**config.mk**
```make
export PLATFORM = sky130hd
export DESIGN_NAME = lhrs_div
export DESIGN_NICKNAME = d
export VERILOG_FILES = /design/src/rtl/core/lhrs_pkg.sv /design/src/rtl/core/lhrs_div.sv
export SDC_FILE = /design/constraint.sdc
export NUM_CORES = 1
export LEC_CHECK = 0
export BUFFER_PORTS_ARGS = -buffer_cell sky130_fd_sc_hd__buf_2
export CORE_UTILIZATION = 60
export CTS_BUF_LIST = sky130_fd_sc_hd__clkbuf_4 sky130_fd_sc_hd__clkbuf_8
export DETAILED_ROUTE_END_ITERATION = 12
export PLACE_DENSITY = 0.86
export SLEW_MARGIN = 10
export SYNTH_ARGS = -nofsm -noshare
export SYNTH_HDL_FRONTEND = slang
export SYNTH_SLANG_ARGS = --single-unit
```
**constraint.sdc**
```tcl
create_clock -name i_clk -period 9.6 [get_ports i_clk]
set_input_delay 0.48 -clock i_clk [delete_from_list [all_inputs] [get_ports i_clk]]
set_output_delay 0.48 -clock i_clk [all_outputs]
set_load 0.02 [all_outputs]
```
**src/rtl/core/lhrs_pkg.sv**
```systemverilog
// Package: shared constants, request codes and sequencer states for the latency statistics block
`timescale 1ns / 1ps
package lhrs_pkg;

    localparam int NUM_BUCKETS_DEF  = 128;
    localparam int NUM_CHANNELS_DEF = 8;
    localparam logic [15:0] BUCKET_WIDTH_RST = 16'd5;

    localparam int SAMPLE_W = 24;
    localparam int COUNT_W  = 32;
    localparam int SDEV_W   = 64;
    localparam int VAR_W    = 48;
    localparam int DIV_W    = 64;
    localparam int PROD_W   = 56;
    localparam int SQRT_STEPS = 24;

    typedef enum logic [1:0] {
        REQ_ADD     = 2'd0,
        REQ_READ    = 2'd1,
        REQ_SETUP   = 2'd2,
        REQ_CLR_ALL = 2'd3
    } t_req;

    typedef enum logic [3:0] {
        ST_IDLE,
        ST_BDIV,
        ST_RAM_RD,
        ST_RAM_RSP,
        ST_MMUL,
        ST_MDIV,
        ST_SQMUL,
        ST_UPD,
        ST_CLR,
        ST_VDIV,
        ST_SQRT,
        ST_DONE
    } t_state;

endpackage

```
**src/rtl/core/lhrs_div.sv**
```systemverilog
// Shared restoring divider, one quotient bit per cycle
`timescale 1ns / 1ps
module lhrs_div (
    input  logic                        i_clk,
    input  logic                        i_rst_n,
    input  logic                        i_start,
    input  logic [lhrs_pkg::DIV_W-1:0]  i_num,
    input  logic [lhrs_pkg::DIV_W-1:0]  i_den,
    output logic                        o_busy,
    output logic                        o_done,
    output logic [lhrs_pkg::DIV_W-1:0]  o_quo
);
    localparam int W   = lhrs_pkg::DIV_W;
    localparam int CW  = $clog2(W);

    logic          r_busy;
    logic          r_done;
    logic [CW-1:0] r_cnt;
    logic [W-1:0]  r_num;
    logic [W-1:0]  r_den;
    logic [W-1:0]  r_rem;
    logic [W-1:0]  r_quo;

    logic [W:0]    rem_sh;
    logic [W:0]    diff;
    logic          ge;

    always_comb begin
        rem_sh = {r_rem, r_num[W-1]};
        diff   = rem_sh - {1'b0, r_den};
        ge     = rem_sh >= {1'b0, r_den};
    end

    always_ff @(posedge i_clk) begin
        if (!i_rst_n) begin
            r_busy <= 1'b0;
            r_done <= 1'b0;
            r_cnt  <= '0;
        end else begin
            r_done <= r_busy && (r_cnt == CW'(W - 1));
            if (i_start && !r_busy) begin
                r_busy <= 1'b1;
                r_cnt  <= '0;
            end else if (r_busy) begin
                r_cnt <= r_cnt + 1'b1;
                if (r_cnt == CW'(W - 1)) begin
                    r_busy <= 1'b0;
                end
            end
        end
    end

    always_ff @(posedge i_clk) begin
        if (i_start && !r_busy) begin
            r_num <= i_num;
            r_den <= i_den;
            r_rem <= '0;
            r_quo <= '0;
        end else if (r_busy) begin
            r_num <= {r_num[W-2:0], 1'b0};
            r_rem <= ge ? diff[W-1:0] : rem_sh[W-1:0];
            r_quo <= {r_quo[W-2:0], ge};
        end
    end

    assign o_busy = r_busy;
    assign o_done = r_done;
    assign o_quo  = r_quo;
endmodule

```
== Word-level counts from Yosys, hierarchy flattened ==
Cells that the tools add are included.

* Bits of input ports: 131
* Flip-flop bits (word level): 264
* Word-level logic and storage cells: 23

* Eq/ne operators: 1
* Order comparisons: 1
* Reductions and logical operators: 5
* Add/sub/neg operators: 2
* Multiplexer cells: 6
* Bitwise logic cells: 1

{| class="wikitable"
|+ Operators with widths
! kind !! number
|-
| 64-bit 2-to-1 mux || 3
|-
| 65-bit by 64-bit >= comparator with 1-bit output || 1
|-
| 64-bit subtractor || 1
|-
| 6-bit by 1-bit adder with 6-bit output (second input constant) || 1
|-
| 6-bit == test (second input constant) || 1
|-
| 1-bit 2-to-1 mux || 3
|-
| 1-bit logical AND || 2
|-
| 2-bit nonzero test || 1
|-
| 2-bit OR reduction || 1
|-
| 1-bit zero test || 1
|-
| 1-bit inverter || 1
|}

== Logic depth before layout (Yosys ltp) ==
Gate-level depths: netlist of run 1.

* Word-level depth: 4
* Mapped depth: 15
* Depth with buffers taken out: 13

== Least setup slack after synthesis of run 1 ==
OpenSTA, ideal clock, no wires.

* Path kind: input -> register
* From: input port i_start
* To: register r_num[54] (data pin)
* Required time: 9.335 ns
* Slack: 5.884 ns
* Cell stages on the path: 4
* Buffers on the path: 1
* Arrival: 3.451 ns
* Setup time: 0.265 ns
* Cells stage by stage: inv_1 nor2_1 clkbuf_1 mux2_2

* Word-level cells in the longest chain between the ends: 2

{| class="wikitable"
|+ RTL lines
! item !! line !! source
|-
| start: declaration || lhrs_div.sv:6 || <nowiki>input logic i_start,</nowiki>
|-
| 1-bit logical AND || lhrs_div.sv:54 || <nowiki>if (i_start && !r_busy) begin</nowiki>
|-
| 64-bit 2-to-1 mux || lhrs_div.sv:54 ||
|-
| end signal: assignment || lhrs_div.sv:55 || <nowiki>r_num <= i_num;</nowiki>
|-
| end signal: assignment || lhrs_div.sv:60 || <nowiki>r_num <= {r_num[W-2:0], 1'b0};</nowiki>
|-
| end: declaration || lhrs_div.sv:19 || <nowiki>logic [W-1:0] r_num;</nowiki>
|}

No other way between the ends.
A chain may end at the register's enable or synchronous reset.

== Final worst setup path of run 1 ==
* From: register r_den[46]
* To: register r_rem[11]

* Word-level cells in the longest chain between the ends: 2

{| class="wikitable"
|+ RTL lines
! item !! line !! source
|-
| start: declaration || lhrs_div.sv:20 || <nowiki>logic [W-1:0] r_den;</nowiki>
|-
| start signal: assignment || lhrs_div.sv:56 || <nowiki>r_den <= i_den;</nowiki>
|-
| 65-bit by 64-bit >= comparator with 1-bit output || lhrs_div.sv:31 || <nowiki>ge = rem_sh >= {1'b0, r_den};</nowiki>
|-
| 64-bit 2-to-1 mux || lhrs_div.sv:61 || <nowiki>r_rem <= ge ? diff[W-1:0] : rem_sh[W-1:0];</nowiki>
|-
| end signal: assignment || lhrs_div.sv:61 ||
|-
| end: declaration || lhrs_div.sv:21 || <nowiki>logic [W-1:0] r_rem;</nowiki>
|}

No other way between the ends.

==> results list, run 1 <==
- Outcome: finished clean
- Post-detail-place hpwl: 24000 um
* Category of cells accounting for the largest share of critical-path delay: compound AO/OA/AOI/OAI gates
- Clock tree from TritonCTS: done
* Final-report max-slew violation count: 0
* Buffers from clock root to sink, at most: 3
- After floorplanning, the core was sized to cover 22700 um2.
- Vias after detailed routing: 11.7k
- Post-synthesis compound-gate area fraction: 19.3%
* Per-instance average area after synthesis: 9.45 um2
* Total wirelength of the detailed-routed design: 35100 um
- Die width: 154 um
- Basic-gate share of the synthesized area counting and, or, nand and nor cells: 13.2%
- Clock insertion delay at the later pin of the skew report: 0.59 ns
- Together, buffers and inverters on the worst path number 2.
- The H-tree was split into 2 levels.
- Cell internal power dissipation: 2.60 mW
* CP Data Arrival Time: 4.02 ns
- The number of hold buffers added after CTS was 0.
- The synthesized netlist devotes 3.96% of its cell area to XOR and XNOR gates.
- Launch instance of the worst register-to-register path: r_den[46]$_DFFE_PP_
- After global routing the overflow that remains totals 0.
- In the final routed layout, each cell accounts on average for 17.8 um.
- Proportion of total power due to net switching: 39.3%
- The number of setup buffers added after CTS is 0.
- In this run, distinct cell masters in the synthesized netlist total 74.
* Largest cells by area after synthesis: sky130_fd_sc_hd__edfxtp_1 (28%), sky130_fd_sc_hd__dfxtp_1 (20%), sky130_fd_sc_hd__nand2_1 (6.7%)
- In this run the power density over the cells is 270 nW/um2.
* Number of antenna violations at the first check in global routing: 4
- The number of nets in the synthesized netlist is 1674.
- Worst reg2reg setup slack: 6.05 ns
* Endpoints failing hold: 0
- After filler insertion, the fill cell instance count of the layout stands at 1758.
* Worst relative slew slack: 25.5%
- Entering global routing, the biggest net connects 95 pins.
- The share of total power dissipated in combinational logic is 41.4%.
* Number of synthesized flops with an enable pin: 128
* DIE HEIGHT: 154 um
- After synthesis, the share of cell area in mux cells is 5.37%.
- Overall global routing resource usage: 29.3%
- Initial cell density of the core: 61.4%
- For this design the top-level I/O count stands at 197.
- By area, the combinational part of the netlist is dominated by compound AO/OA/AOI/OAI gates.
- Worst path cell trace: inv_1 -> ha_1 -> a21o_1 -> a211o_1 -> o22ai_1 -> a21oi_1 -> a221o_1 -> a21oi_4 -> o21a_2 -> buf_4 -> o21ai_1 -> a22o_1
- Fraction of power consumed by sequential logic: 34.9%
- Footprint of the multi-input gates: 6690 um2
- GPL Wtd Cong: 0.994
* Met2 layer usage reported by global route: 49.1%
- Setup violations remaining at the end of the flow were counted as 0.
- The clock network is responsible for 23.7% of the overall power.
- Number of nets at the end of the flow: 1845
* Worst setup path category: reg2reg
- Resized Gates After CTS: 0
* Maximum capacitance violations: 0
* Synth Instances: 1477
* Vias per std cell: 5.93
- The number of global-route vias before repair is 11.4k.
* Net Sw Power: 1.68 mW
* Wire length of the first global-routing pass: 56400 um
- Of the cells placed in the final design, the portion with a size suffix greater than 1 is 22.0%.
- For hold timing, the worst endpoint is r_den[44]$_DFFE_PP_.
- Mapped cell area: 14000 um2
* Die footprint: 23900 um2
* Ys flop type: sky130_fd_sc_hd__dfxtp_1
- Post-Layout Inst Area: 15900 um2
- Worst Max-Slew Pin Slew: 1.12 ns
- Post-route DRC: 0
- Before antenna repair, the detailed router went through 6 iterations.
- Post-synth top area cell: sky130_fd_sc_hd__edfxtp_1
- The worst setup path is launched from a register.
* Hold crit path type: in2reg
- Area share of fa/ha/maj cells after synthesis: 5.97%
- Sum Neg Setup Slack: 0 ns
- IR analysis of the VDD net gives a maximum drop of 185 uV.
- Source of the worst hold timing path: i_den[44]
* Number of cells on the worst reg-to-reg path: 12
* Number of cells traversed by the worst hold path: 1
- The root buffer cell chosen for the clock tree is sky130_fd_sc_hd__clkbuf_8.
- Setup repair after global routing left no endpoint under its margin.
* Busiest layer in global routing: met2
- STA classifies the critical path endpoint as a register.
- Critical Path Slowest Stage Cell: sky130_fd_sc_hd__buf_4
- Clock transition at the register clock pins on the worst setup and hold paths after CTS: 0.07 ns
* Port buffer count: 196
- After synthesis the netlist holds a flip-flop and latch count of 264.
- In this run the worst path has a maximum fanout of 94.
- In the global route stage, met1 resource usage came out at 35.9%.
- For this run, the register share of the synthesized area comes to 47.1%.
* Synthesis-to-layout area growth: 14.0%
- The clock drives 264 sinks.
- In the global route stage, met3 resource usage came out at 9.11%.
- Violation count after the first detailed-route iteration: 899
- Post-synthesis async set-or-reset flop share: 0%
- In this run the static leakage power is 6.72 nW.
- Clock Skew: 0.0277 ns
- Ranking of synthesized cells by instance count: sky130_fd_sc_hd__nand2_1 (250), sky130_fd_sc_hd__dfxtp_1 (136), sky130_fd_sc_hd__edfxtp_1 (128)
* Yosys top cell area share: 27.6%
* Critical R2R Capture: r_rem[11]$_SDFFE_PP0P_
- The largest single stage delay on the critical path is 0.73 ns.
- Fin util: 70.0%
* Portion of the clock cycle consumed by the worst path in the final layout: 37.0%
* N_diodes: 0
* Placed Area: 15000 um2
* Final period demand of the worst path: 3.55 ns
* Storage element area: 6570 um2
* WP data required: 10.07 ns
- Maximum frequency from static timing analysis: 0.282 GHz
* Cts bufs inserted: 44
* Count leader, synth: sky130_fd_sc_hd__nand2_1
* Antenna Nets Post-Route: 0
- The floorplan has 55 rows.
* Warnings from Yosys: 0
[area by class of cell]
cell class | count | share of cell area, %
Multi-Input combinational cell | 1043 | 42.1
Sequential cell | 264 | 41.3
Timing Repair Buffer | 206 | 6.64
Clock buffer | 67 | 5.05
Tap cell | 285 | 2.24
Inverter | 89 | 2.10
Clock inverter | 14 | 0.567
[worst max-delay path by stage]
stage	startpoint	endpoint	slack, ns	depth (start not counted)
after floorplan	i_start	r_num[54]$_DFFE_PP_	5.88	4
after detailed placement	r_den[46]$_DFFE_PP_	r_rem[46]$_SDFFE_PP0P_	6.10	12
after CTS	r_den[46]$_DFFE_PP_	r_rem[46]$_SDFFE_PP0P_	6.09	12
final	r_den[46]$_DFFE_PP_	r_rem[11]$_SDFFE_PP0P_	6.05	12
after global placement	r_den[46]$_DFFE_PP_	r_rem[57]$_SDFFE_PP0P_	6.22	13
after global routing	r_den[46]$_DFFE_PP_	r_rem[23]$_SDFFE_PP0P_	5.82	13
[layout by cell type (no fill, tap or decap), types with 11 or more instances in the layout]
cell type                  instances
sky130_fd_sc_hd__xor2_1           21
sky130_fd_sc_hd__a22o_1           27
sky130_fd_sc_hd__nor2_1           68
sky130_fd_sc_hd__clkbuf_4         19
sky130_fd_sc_hd__ha_1             65
sky130_fd_sc_hd__a31oi_1          11
sky130_fd_sc_hd__o21ai_0         106
sky130_fd_sc_hd__dfxtp_1         135
sky130_fd_sc_hd__nand2_1         250
sky130_fd_sc_hd__o21ai_1          48
sky130_fd_sc_hd__a32oi_1          12
sky130_fd_sc_hd__edfxtp_1        128
sky130_fd_sc_hd__buf_2           196
sky130_fd_sc_hd__nand3_1          17
sky130_fd_sc_hd__a21oi_1         103
sky130_fd_sc_hd__mux2_2           63
sky130_fd_sc_hd__a21o_1           28
sky130_fd_sc_hd__inv_1            87
sky130_fd_sc_hd__xnor2_1          42
sky130_fd_sc_hd__clkbuf_8         48
sky130_fd_sc_hd__nand4_1          19
sky130_fd_sc_hd__and3_1           16
sky130_fd_sc_hd__nor3_1           11
[stage by stage]
| stage | worst slack, ns | total power [mW] | cells | hold WS (ns) |
|---|---|---|---|---|
| detailed placement | 6.10 | 3.24 | 1887 | 0.463 |
| global route | 5.82 | 4.55 | 1968 | 0.0486 |
| finish | 6.05 | 4.28 | 1968 | 0.0691 |
| floorplan | 5.88 | 2.91 | 1477 | 0.443 |
| CTS | 6.09 | 4.27 | 1968 | 0.0462 |
| global placement | 6.22 | 3.18 | 1887 | 0.453 |
[per-layer routing]
layer / share of wire [%] / wire length (um)
met5: 0.13 / 45
met4: 2.3 / 812
met3: 9.7 / 3420
met2: 46 / 16300
met1: 41 / 14500
[cells by family (layout without fill, tap and decap cells)]
| logic type | Yosys count | count (layout) |
|---|---|---|
| DFF | 264 | 264 |
| and+or+nand+nor | 424 | 424 |
| adders and majority gates | 66 | 66 |
| muxes | 67 | 67 |
| buffers and inverters | 170 | 376 |
| xor gates and xnor gates | 63 | 63 |
| AOI/OAI and AO/OA | 423 | 423 |
[state kept, by name, summed over array words and instances (netlist names)]
name and flops:
r_den 64, o_done 1, o_quo 64, r_rem 64
r_cnt 6, o_busy 1, r_num 64
[power groups by stage]
stage,logic (mW),clock network [mW],registers [mW]
floorplan,1.44,0,1.47
global placement,1.68,0,1.50
detailed placement,1.73,0,1.51
CTS,1.74,1.03,1.49
global route,1.96,1.08,1.51
finish,1.77,1.02,1.49
Note: power is estimated with default switching activity, not from simulation.
==> inputs of run 2 (changes only) <==
--- a/config.mk
+++ b/config.mk
@@ -6,10 +6,10 @@
 export NUM_CORES = 1
 export LEC_CHECK = 0
 export BUFFER_PORTS_ARGS = -buffer_cell sky130_fd_sc_hd__buf_2
-export CORE_UTILIZATION = 60
+export CORE_UTILIZATION = 54
 export CTS_BUF_LIST = sky130_fd_sc_hd__clkbuf_4 sky130_fd_sc_hd__clkbuf_8
 export DETAILED_ROUTE_END_ITERATION = 12
-export PLACE_DENSITY = 0.86
+export PLACE_DENSITY = 0.82
 export SLEW_MARGIN = 10
 export SYNTH_ARGS = -nofsm -noshare
 export SYNTH_HDL_FRONTEND = slang
==> constraint.sdc (replaced) <==
create_clock -name i_clk -period 2.94 [get_ports i_clk]
set_input_delay 0.147 -clock i_clk [delete_from_list [all_inputs] [get_ports i_clk]]
set_output_delay 0.147 -clock i_clk [all_outputs]
set_load 0.02 [all_outputs]
==> results list, run 2 (same netlist as run 1, synthesis figures left out) <==
* Outcome: finished clean
* Final setup fails: 0 (unchanged)
* Clock sink count: 264 (unchanged)
- Final-report max-slew violation count: 0 (unchanged)
* Worst-path maximum fanout: 12 (-87%)
- The maximum frequency from static timing analysis came to 0.341 GHz (+21%).
* Clock tree from TritonCTS: done
- Post-route DRC: 0 (unchanged)
- The worst setup skew after layout was 0.0329 ns (+0.00522 ns).
- Rows: 58 (+5.5%)
- The met2 track demand over resource is 57.6% (+8.5 points).
- Worst setup path category: reg2reg
* Busiest layer in global routing: met2
* Fill cell total of the finished layout: 1696 (-3.5%)
* Met3 capacity usage during global routing: 6.77% (-2.3 points)
* Number of ports placed on the die boundary: 197 (unchanged)
- The combined area of the multi-input logic cells came to 7060 um2 (+5.6%).
* Number of cells traversed by the worst hold path: 2 (+1)
- H-Tree Depth: 2 (unchanged)
- The worst hold path terminates at r_den[16]$_DFFE_PP_.
- The layout net count came to 2055 (+11%).
* Number of cells on the worst reg-to-reg path: 13 (+1)
- Worst relative slew slack: 44.6% (+19 points)
- Residual overflow from global routing: 0 (unchanged)
- Post-Layout Inst Area: 18400 um2 (+16%)
- Setup Slack @ Placement: -0.0234 ns (-6.12 ns)
* Clock Root Buffer: sky130_fd_sc_hd__clkbuf_8
- PwrDens: 866 nW/um2 (+220%)
* Share of layout cells above drive strength 1: 27.6% (+5.5 points)
- Storage element area: 6570 um2 (about the same)
- Vias after detailed routing: 13.0k (+11%)
* Design Power: 15.9 mW (+270%)
- Worst Max-Slew Pin Slew: 0.831 ns (-0.286 ns)
- The number of antenna violations at the first check in global routing is 1 (-3).
- The chip width came to 163 um (+5.3%).
- The first-pass GRT wire length came to 68400 um (+21%).
- The number of DRC violations after detailed-routing iteration 0 came to 1025 (+14%).
- The number of hold violations in the final report came to 0 (unchanged).
* GPL Wtd Cong: 0.954 (-4.0%)
- Fin util: 72.8% (+2.8 points)
* Clock insertion delay at the later pin of the skew report: 0.60 ns (about the same)
- Port buffer count: 196 (unchanged)
* Met1 track demand over resource: 37.8% (+1.8 points)
- The floorplan die area came to 26500 um2 (+11%).
* Leakage power: 7.78 nW (+16%)
* Cell count after placement: 2004 (+6.2%)
* Worst IR Drop VDD: 521 uV (+180%)
- Setup repair after global routing could not meet its margin everywhere.
- Placed Area: 15700 um2 (+4.4%)
- Final period demand of the worst path: 2.93 ns (-0.623 ns)
- Post-detail-place hpwl: 25800 um (+7.5%)
* Overall global routing resource usage: 33.0% (+3.7 points)
* Synthesis-to-layout area growth: 31.9%
* Maximum capacitance violations: 0 (unchanged)
- Portion of the clock cycle consumed by the worst path in the final layout: 99.6% (+63 points)
- Clock transition at the register clock pins on the worst setup and hold paths after CTS: 0.06 ns (about the same)
- DIE HEIGHT: 163 um (+5.3%)
- Source of the worst hold timing path: i_den[16]
- The endpoint identified for the worst register-to-register timing path is r_rem[4]$_SDFFE_PP0P_.
* Total wirelength of the detailed-routed design: 44600 um (+27%)
- The worst-case register-to-register setup slack was 0.01 ns (-6.04 ns).
- The signal arrival time at the worst endpoint was 3.45 ns (-0.57 ns).
* Leading cell types in the layout, fill and taps excluded: sky130_fd_sc_hd__nand2_1 (247), sky130_fd_sc_hd__buf_2 (196), sky130_fd_sc_hd__dfxtp_1 (134), sky130_fd_sc_hd__dlygate4sd3_1 (130), sky130_fd_sc_hd__edfxtp_1 (128)
* Leading cell type in the layout, fill and taps excluded: sky130_fd_sc_hd__nand2_1
* Number of global-route vias before repair: 13.1k (+14%)
* Launch instance of the worst register-to-register path: r_den[17]$_DFFE_PP_
* Buffers from clock root to sink, at most: 3 (unchanged)
- Hold crit path type: in2reg
- The worst endpoint required time came to 3.46 ns (-6.61 ns).
- The final cell count without fillers came to 2226 (+13%).
- Antenna Nets Post-Route: 0 (unchanged)
- WL/cell: 20.0 um (+12%)
* Placeable core region: 25300 um2 (+11%)
- The slack of the critical path was 0.0112 ns (-6.04 ns).
- Vias per std cell: 5.82 (-1.8%)
- The worst setup path is launched from a register.
- The starting utilization of the core area came to 55.2% (-6.2 points).
* Maximum number of pins on one net before global-route repair: 125 (+32%)
* Crit. End Element: register
- The first-pass iteration count of the detailed router is 5 (-1).
- The number of buffers added by the clock tree synthesis step is 45 (+2.3%).
[run 2: cell types whose count changed in the layout (fill, tap and decap cells not counted), moves of 7 or more]
cell and change:
sky130_fd_sc_hd__a211oi_1 -7, sky130_fd_sc_hd__a21oi_1 -14, sky130_fd_sc_hd__a21oi_2 +13, sky130_fd_sc_hd__buf_4 +71
sky130_fd_sc_hd__clkbuf_8 +8, sky130_fd_sc_hd__dlygate4sd3_1 +130, sky130_fd_sc_hd__ha_1 -20, sky130_fd_sc_hd__ha_2 +12
sky130_fd_sc_hd__ha_4 +8, sky130_fd_sc_hd__o21ai_0 -8
[run 2: critical path, cell delays in order, from the launching register on]
cell and delay (ns):
sky130_fd_sc_hd__edfxtp_1 0.33, sky130_fd_sc_hd__inv_1 0.05, sky130_fd_sc_hd__ha_2 0.37, sky130_fd_sc_hd__nand2_1 0.13, sky130_fd_sc_hd__or3_4 0.42, sky130_fd_sc_hd__or2_0 0.25
sky130_fd_sc_hd__a31o_1 0.22, sky130_fd_sc_hd__o41ai_4 0.07, sky130_fd_sc_hd__a21oi_4 0.11, sky130_fd_sc_hd__o21ai_2 0.26, sky130_fd_sc_hd__buf_6 0.22, sky130_fd_sc_hd__nand2_1 0.11
sky130_fd_sc_hd__a21oi_1 0.21, sky130_fd_sc_hd__a31o_1 0.13
[run 2: routing by layer]
layer,up-vias,share of wire [%]
met5,-,0
met4,0,5.3
met3,170,8.1
met2,656,49
met1,6100,38
li1,6038,-
[run 2: cell type report]
| class | count | area share (%) |
|---|---|---|
| antenna | 2 | 0.0272 |
| clock buffer | 69 | 4.72 |
| clock inverter | 14 | 0.490 |
| inverter | 89 | 1.82 |
| multi-input combinational | 1043 | 38.4 |
| sequential | 264 | 35.7 |
| tap | 330 | 2.24 |
| timing repair buffer | 415 | 16.6 |
[run 2: repair_timing]
action	in CTS	in global routing
endpoints found under the setup margin	7	65
hold buffers	130	0
buffers inserted	0	5
gates resized for setup	5	88
hold endpoints to repair	137	0
pin swaps	0	32
cloned	0	2
[run 2: power by group]
part | leakage, nW | internal [mW] | switching (mW) | total, mW
logic | 4.91 | 3.31 | 4.11 | 7.42
clock network | 0.510 | 1.90 | 1.71 | 3.61
registers | 2.36 | 4.46 | 0.445 | 4.91
total | 7.78 | 9.68 | 6.26 | 15.9
[run 2: metrics by stage]
stage          hold slack, ns  setup TNS [ns]
4_1_cts                 0.243               0
5_1_grt                 0.256           -1.04
2_1_floorplan           0.246               0
6_report                0.279               0
3_3_place_gp            0.325        -0.00571
3_5_place_dp            0.325         -0.0622
[run 2: worst max path at each step]
stage	start	endpoint	slack [ns]	depth (start not counted)
3_5_place_dp	r_den[7]$_DFFE_PP_	r_rem[28]$_SDFFE_PP0P_	-0.02	12
6_report	r_den[17]$_DFFE_PP_	r_rem[4]$_SDFFE_PP0P_	0.01	13
4_1_cts	r_num[63]$_DFFE_PP_	r_rem[52]$_SDFFE_PP0P_	0.01	13
3_3_place_gp	r_den[7]$_DFFE_PP_	r_rem[28]$_SDFFE_PP0P_	-0.006	12
5_1_grt	r_den[17]$_DFFE_PP_	r_rem[4]$_SDFFE_PP0P_	-0.11	13
2_1_floorplan	r_den[46]$_DFFE_PP_	r_rem[1]$_SDFFE_PP0P_	0.19	15
==> inputs of run 3 (changes only) <==
--- a/config.mk
+++ b/config.mk
@@ -6,6 +6,7 @@
 export NUM_CORES = 1
 export LEC_CHECK = 0
 export BUFFER_PORTS_ARGS = -buffer_cell sky130_fd_sc_hd__buf_2
+export CORE_MARGIN = 1.5
 export CORE_UTILIZATION = 54
 export CTS_BUF_LIST = sky130_fd_sc_hd__clkbuf_4 sky130_fd_sc_hd__clkbuf_8
 export DETAILED_ROUTE_END_ITERATION = 12
==> results list, run 3 (same netlist as run 1, synthesis figures left out) <==
* Initial cell density of the core: 55.2% (unchanged)
- Leaving out fill and tap cells, the most frequent cell in the layout is sky130_fd_sc_hd__nand2_1.
- The total detailed-routing wirelength came to 44400 um (-0.48%).
- The final cell count without fillers came to 2232 (+0.27%).
* Maximum number of pins on one net before global-route repair: 83 (-34%)
* Die width: 164 um (+0.61%)
- The number of global-route vias before repair was 12.8k (-1.9%).
- Setup repair after global routing could not meet its margin everywhere.
* Worst relative slew slack: 37.8% (-6.8 points)
- Category of cells accounting for the largest share of critical-path delay: compound AO/OA/AOI/OAI gates
- Port buffer count: 196 (unchanged)
* Leakage power: 7.87 nW (+1.2%)
- Antenna Nets Post-Route: 0 (unchanged)
- The end-of-flow core utilization was 74.5% (+1.6 points).
- The number of placement rows came to 58 (unchanged).
- The tree is rooted in a sky130_fd_sc_hd__clkbuf_8.
- The largest individual stage delay along the critical path comes from the cell sky130_fd_sc_hd__edfxtp_1.
- Cts bufs inserted: 44 (-2.2%)
- Final setup fails: 0 (unchanged)
- Endpoints failing hold: 0 (unchanged)
- The highest ir drop seen on vdd was 562 uV (+7.8%).
- The final instance area is 18800 um2 (+2.2%).
- Post-route DRC: 0 (unchanged)
* Startpoint type of the worst setup path: register
- The reported max-cap violation count came to 0 (unchanged).
* Maximum frequency from static timing analysis: 0.341 GHz (about the same)
* Launch instance of the worst register-to-register path: r_den[6]$_DFFE_PP_
- Cell count after placement: 1999 (-0.25%)
- Worst Max-Slew Pin Slew: 0.933 ns (+0.103 ns)
- Leading cell types in the layout, fill and taps excluded: sky130_fd_sc_hd__nand2_1 (249), sky130_fd_sc_hd__buf_2 (196), sky130_fd_sc_hd__dfxtp_1 (135), sky130_fd_sc_hd__dlygate4sd3_1 (129), sky130_fd_sc_hd__edfxtp_1 (128)
- Portion of the clock cycle consumed by the worst path in the final layout: 99.7% (about the same)
- WP buf/inv: 1 (-1)
- Overall global routing resource usage: 31.2% (-1.8 points)
* Clock Skew: 0.0230 ns (-0.00994 ns)
* Clock transition at the register clock pins on the worst setup and hold paths after CTS: 0.07 ns (about the same)
* PwrDens: 887 nW/um2 (+2.4%)
- Synthesis-to-layout area growth: 34.8%
- CP Data Arrival Time: 3.37 ns (-0.08 ns)
* Pre-Repair DR Iteration Count: 7 (+2)
- Walking the worst path, the cells encountered are inv_1 -> ha_2 -> and3_1 -> nand4_1 -> a21oi_1 -> o211a_1 -> o211ai_1 -> o211ai_1 -> a21bo_2 -> a21oi_2 -> xor2_1 -> o21ai_1.
- The accumulated negative setup slack is 0 ns (unchanged).
- The clock latency at the later pin of the worst-skew pair came to 0.58 ns (-0.02 ns).
- The cell area after placement came to 15600 um2 (about the same).
* Violation count after the first detailed-route iteration: 956 (-6.7%)
- The maximum fanout encountered on the critical timing path was 6 (-6).
- Clock sink count: 264 (unchanged)
- The first-pass GRT wire length is 66000 um (-3.6%).
- Clock tree from TritonCTS: done
* Number of ports placed on the die boundary: 197 (unchanged)
* Worst path max stage delay: 0.39 ns (-0.03 ns)
- Hold crit path type: in2reg
* Outcome: finished clean
- The fraction of final layout cells with drive strength greater than 1 was 28.9% (+1.3 points).
- The startpoint identified for the worst hold timing path is i_start.
- The final critical delay including setup and external delays is 2.93 ns (+0.00280 ns).
- WL/cell: 19.9 um (-0.75%)
- H-Tree Depth: 2 (unchanged)
- The buffer levels on the longest clock path was 3 (unchanged).
- Counting stages on the worst path, the most repeated cell is sky130_fd_sc_hd__o211ai_1.
- Number of antenna violations at the first check in global routing: 3 (+2)
- Placeable core region: 25300 um2 (unchanged)
- Vias after detailed routing: 13.1k (+1.1%)
- The critical path in this run is classified as reg2reg.
- Launching instance or port of the critical path: r_den[6]$_DFFE_PP_
- The total congestion overflow after global routing is 0 (unchanged).
- Design Power: 16.7 mW (+4.7%)
- The number of slew-limit violations in the final report is 0 (unchanged).
- STA classifies the critical path endpoint as a register.
- Post-detail-place hpwl: 25600 um (-0.62%)
- The floorplan die area is 26800 um2 (+1.2%).
- Vias per std cell: 5.87 (+0.82%)
* WP data required: 3.38 ns (-0.08 ns)
- GPL Wtd Cong: 0.949 (-0.51%)
- The height of the die was 164 um (+0.61%).
* Number of nets at the end of the flow: 2063 (+0.39%)
run 3: changes by cell type in the layout (fill, tap and decap cells not counted), moves of 4 or more:
cell | previous run | this run
sky130_fd_sc_hd__buf_12 | 5 | 9
sky130_fd_sc_hd__clkbuf_16 | 2 | 6
sky130_fd_sc_hd__ha_1 | 45 | 34
sky130_fd_sc_hd__ha_4 | 8 | 21
run 3: cell type report:
type | instances | area [um2]
multi-input combinational | 1043 | 7300
sequential | 264 | 6570
fill | 1675 | 6440
timing repair buffer | 424 | 3240
clock buffer | 68 | 861
tap | 330 | 413
inverter | 89 | 334
clock inverter | 12 | 78.8
antenna | 2 | 5.00
run 3: tightest hold or removal path, delay by kind of cell:
family,cells,cell delay [ns]
and+or+nand+nor,1,0.11
buffers and inverters,2,0.22
run 3: report_power, final:
part / internal (mW) / switching (mW) / total [mW]
logic: 3.86 / 4.37 / 8.23
registers: 4.46 / 0.498 / 4.96
clock network: 1.88 / 1.62 / 3.50
run 3: repair_timing:
| action | in CTS | in global routing |
|---|---|---|
| gates resized for setup | 12 | 118 |
| pin swaps | 4 | 45 |
| hold buffers | 129 | 0 |
| hold endpoints to repair | 134 | 0 |
| endpoints found under the setup margin | 13 | 65 |
| cloned | 0 | 8 |
| buffers inserted | 0 | 14 |
run 3: worst paths after layout:
| kind | slack [ns] | depth (start not counted) | to |
|---|---|---|---|
| min | 0.10 | 3 | r_den[6]$_DFFE_PP_ |
| max | 0.008 | 12 | r_rem[59]$_SDFFE_PP0P_ |
| max reg2reg | 0.008 | 12 | r_rem[59]$_SDFFE_PP0P_ |
| min reg2reg | 0.48 | 2 | o_quo[53]$_SDFFE_PP0P_ |
run 3: per-stage QoR:
stage	setup slack, ns	hold slack (ns)
finish	0.00840	0.104
global route	-0.115	0.115
CTS	-0.00258	0.0681
detailed placement	-0.129	0.325
global placement	-0.0442	0.325
floorplan	0.191	0.246
run 3: metal layers:
layer / part of all wire [%] / GRT usage (%) / routed length, um
met2: 50 / 54.8 / 22000
met4: 4.4 / 12.9 / 1930
met3: 8.0 / 6.67 / 3550
met1: 38 / 36.8 / 16900
met5: 0 / 0 / 0
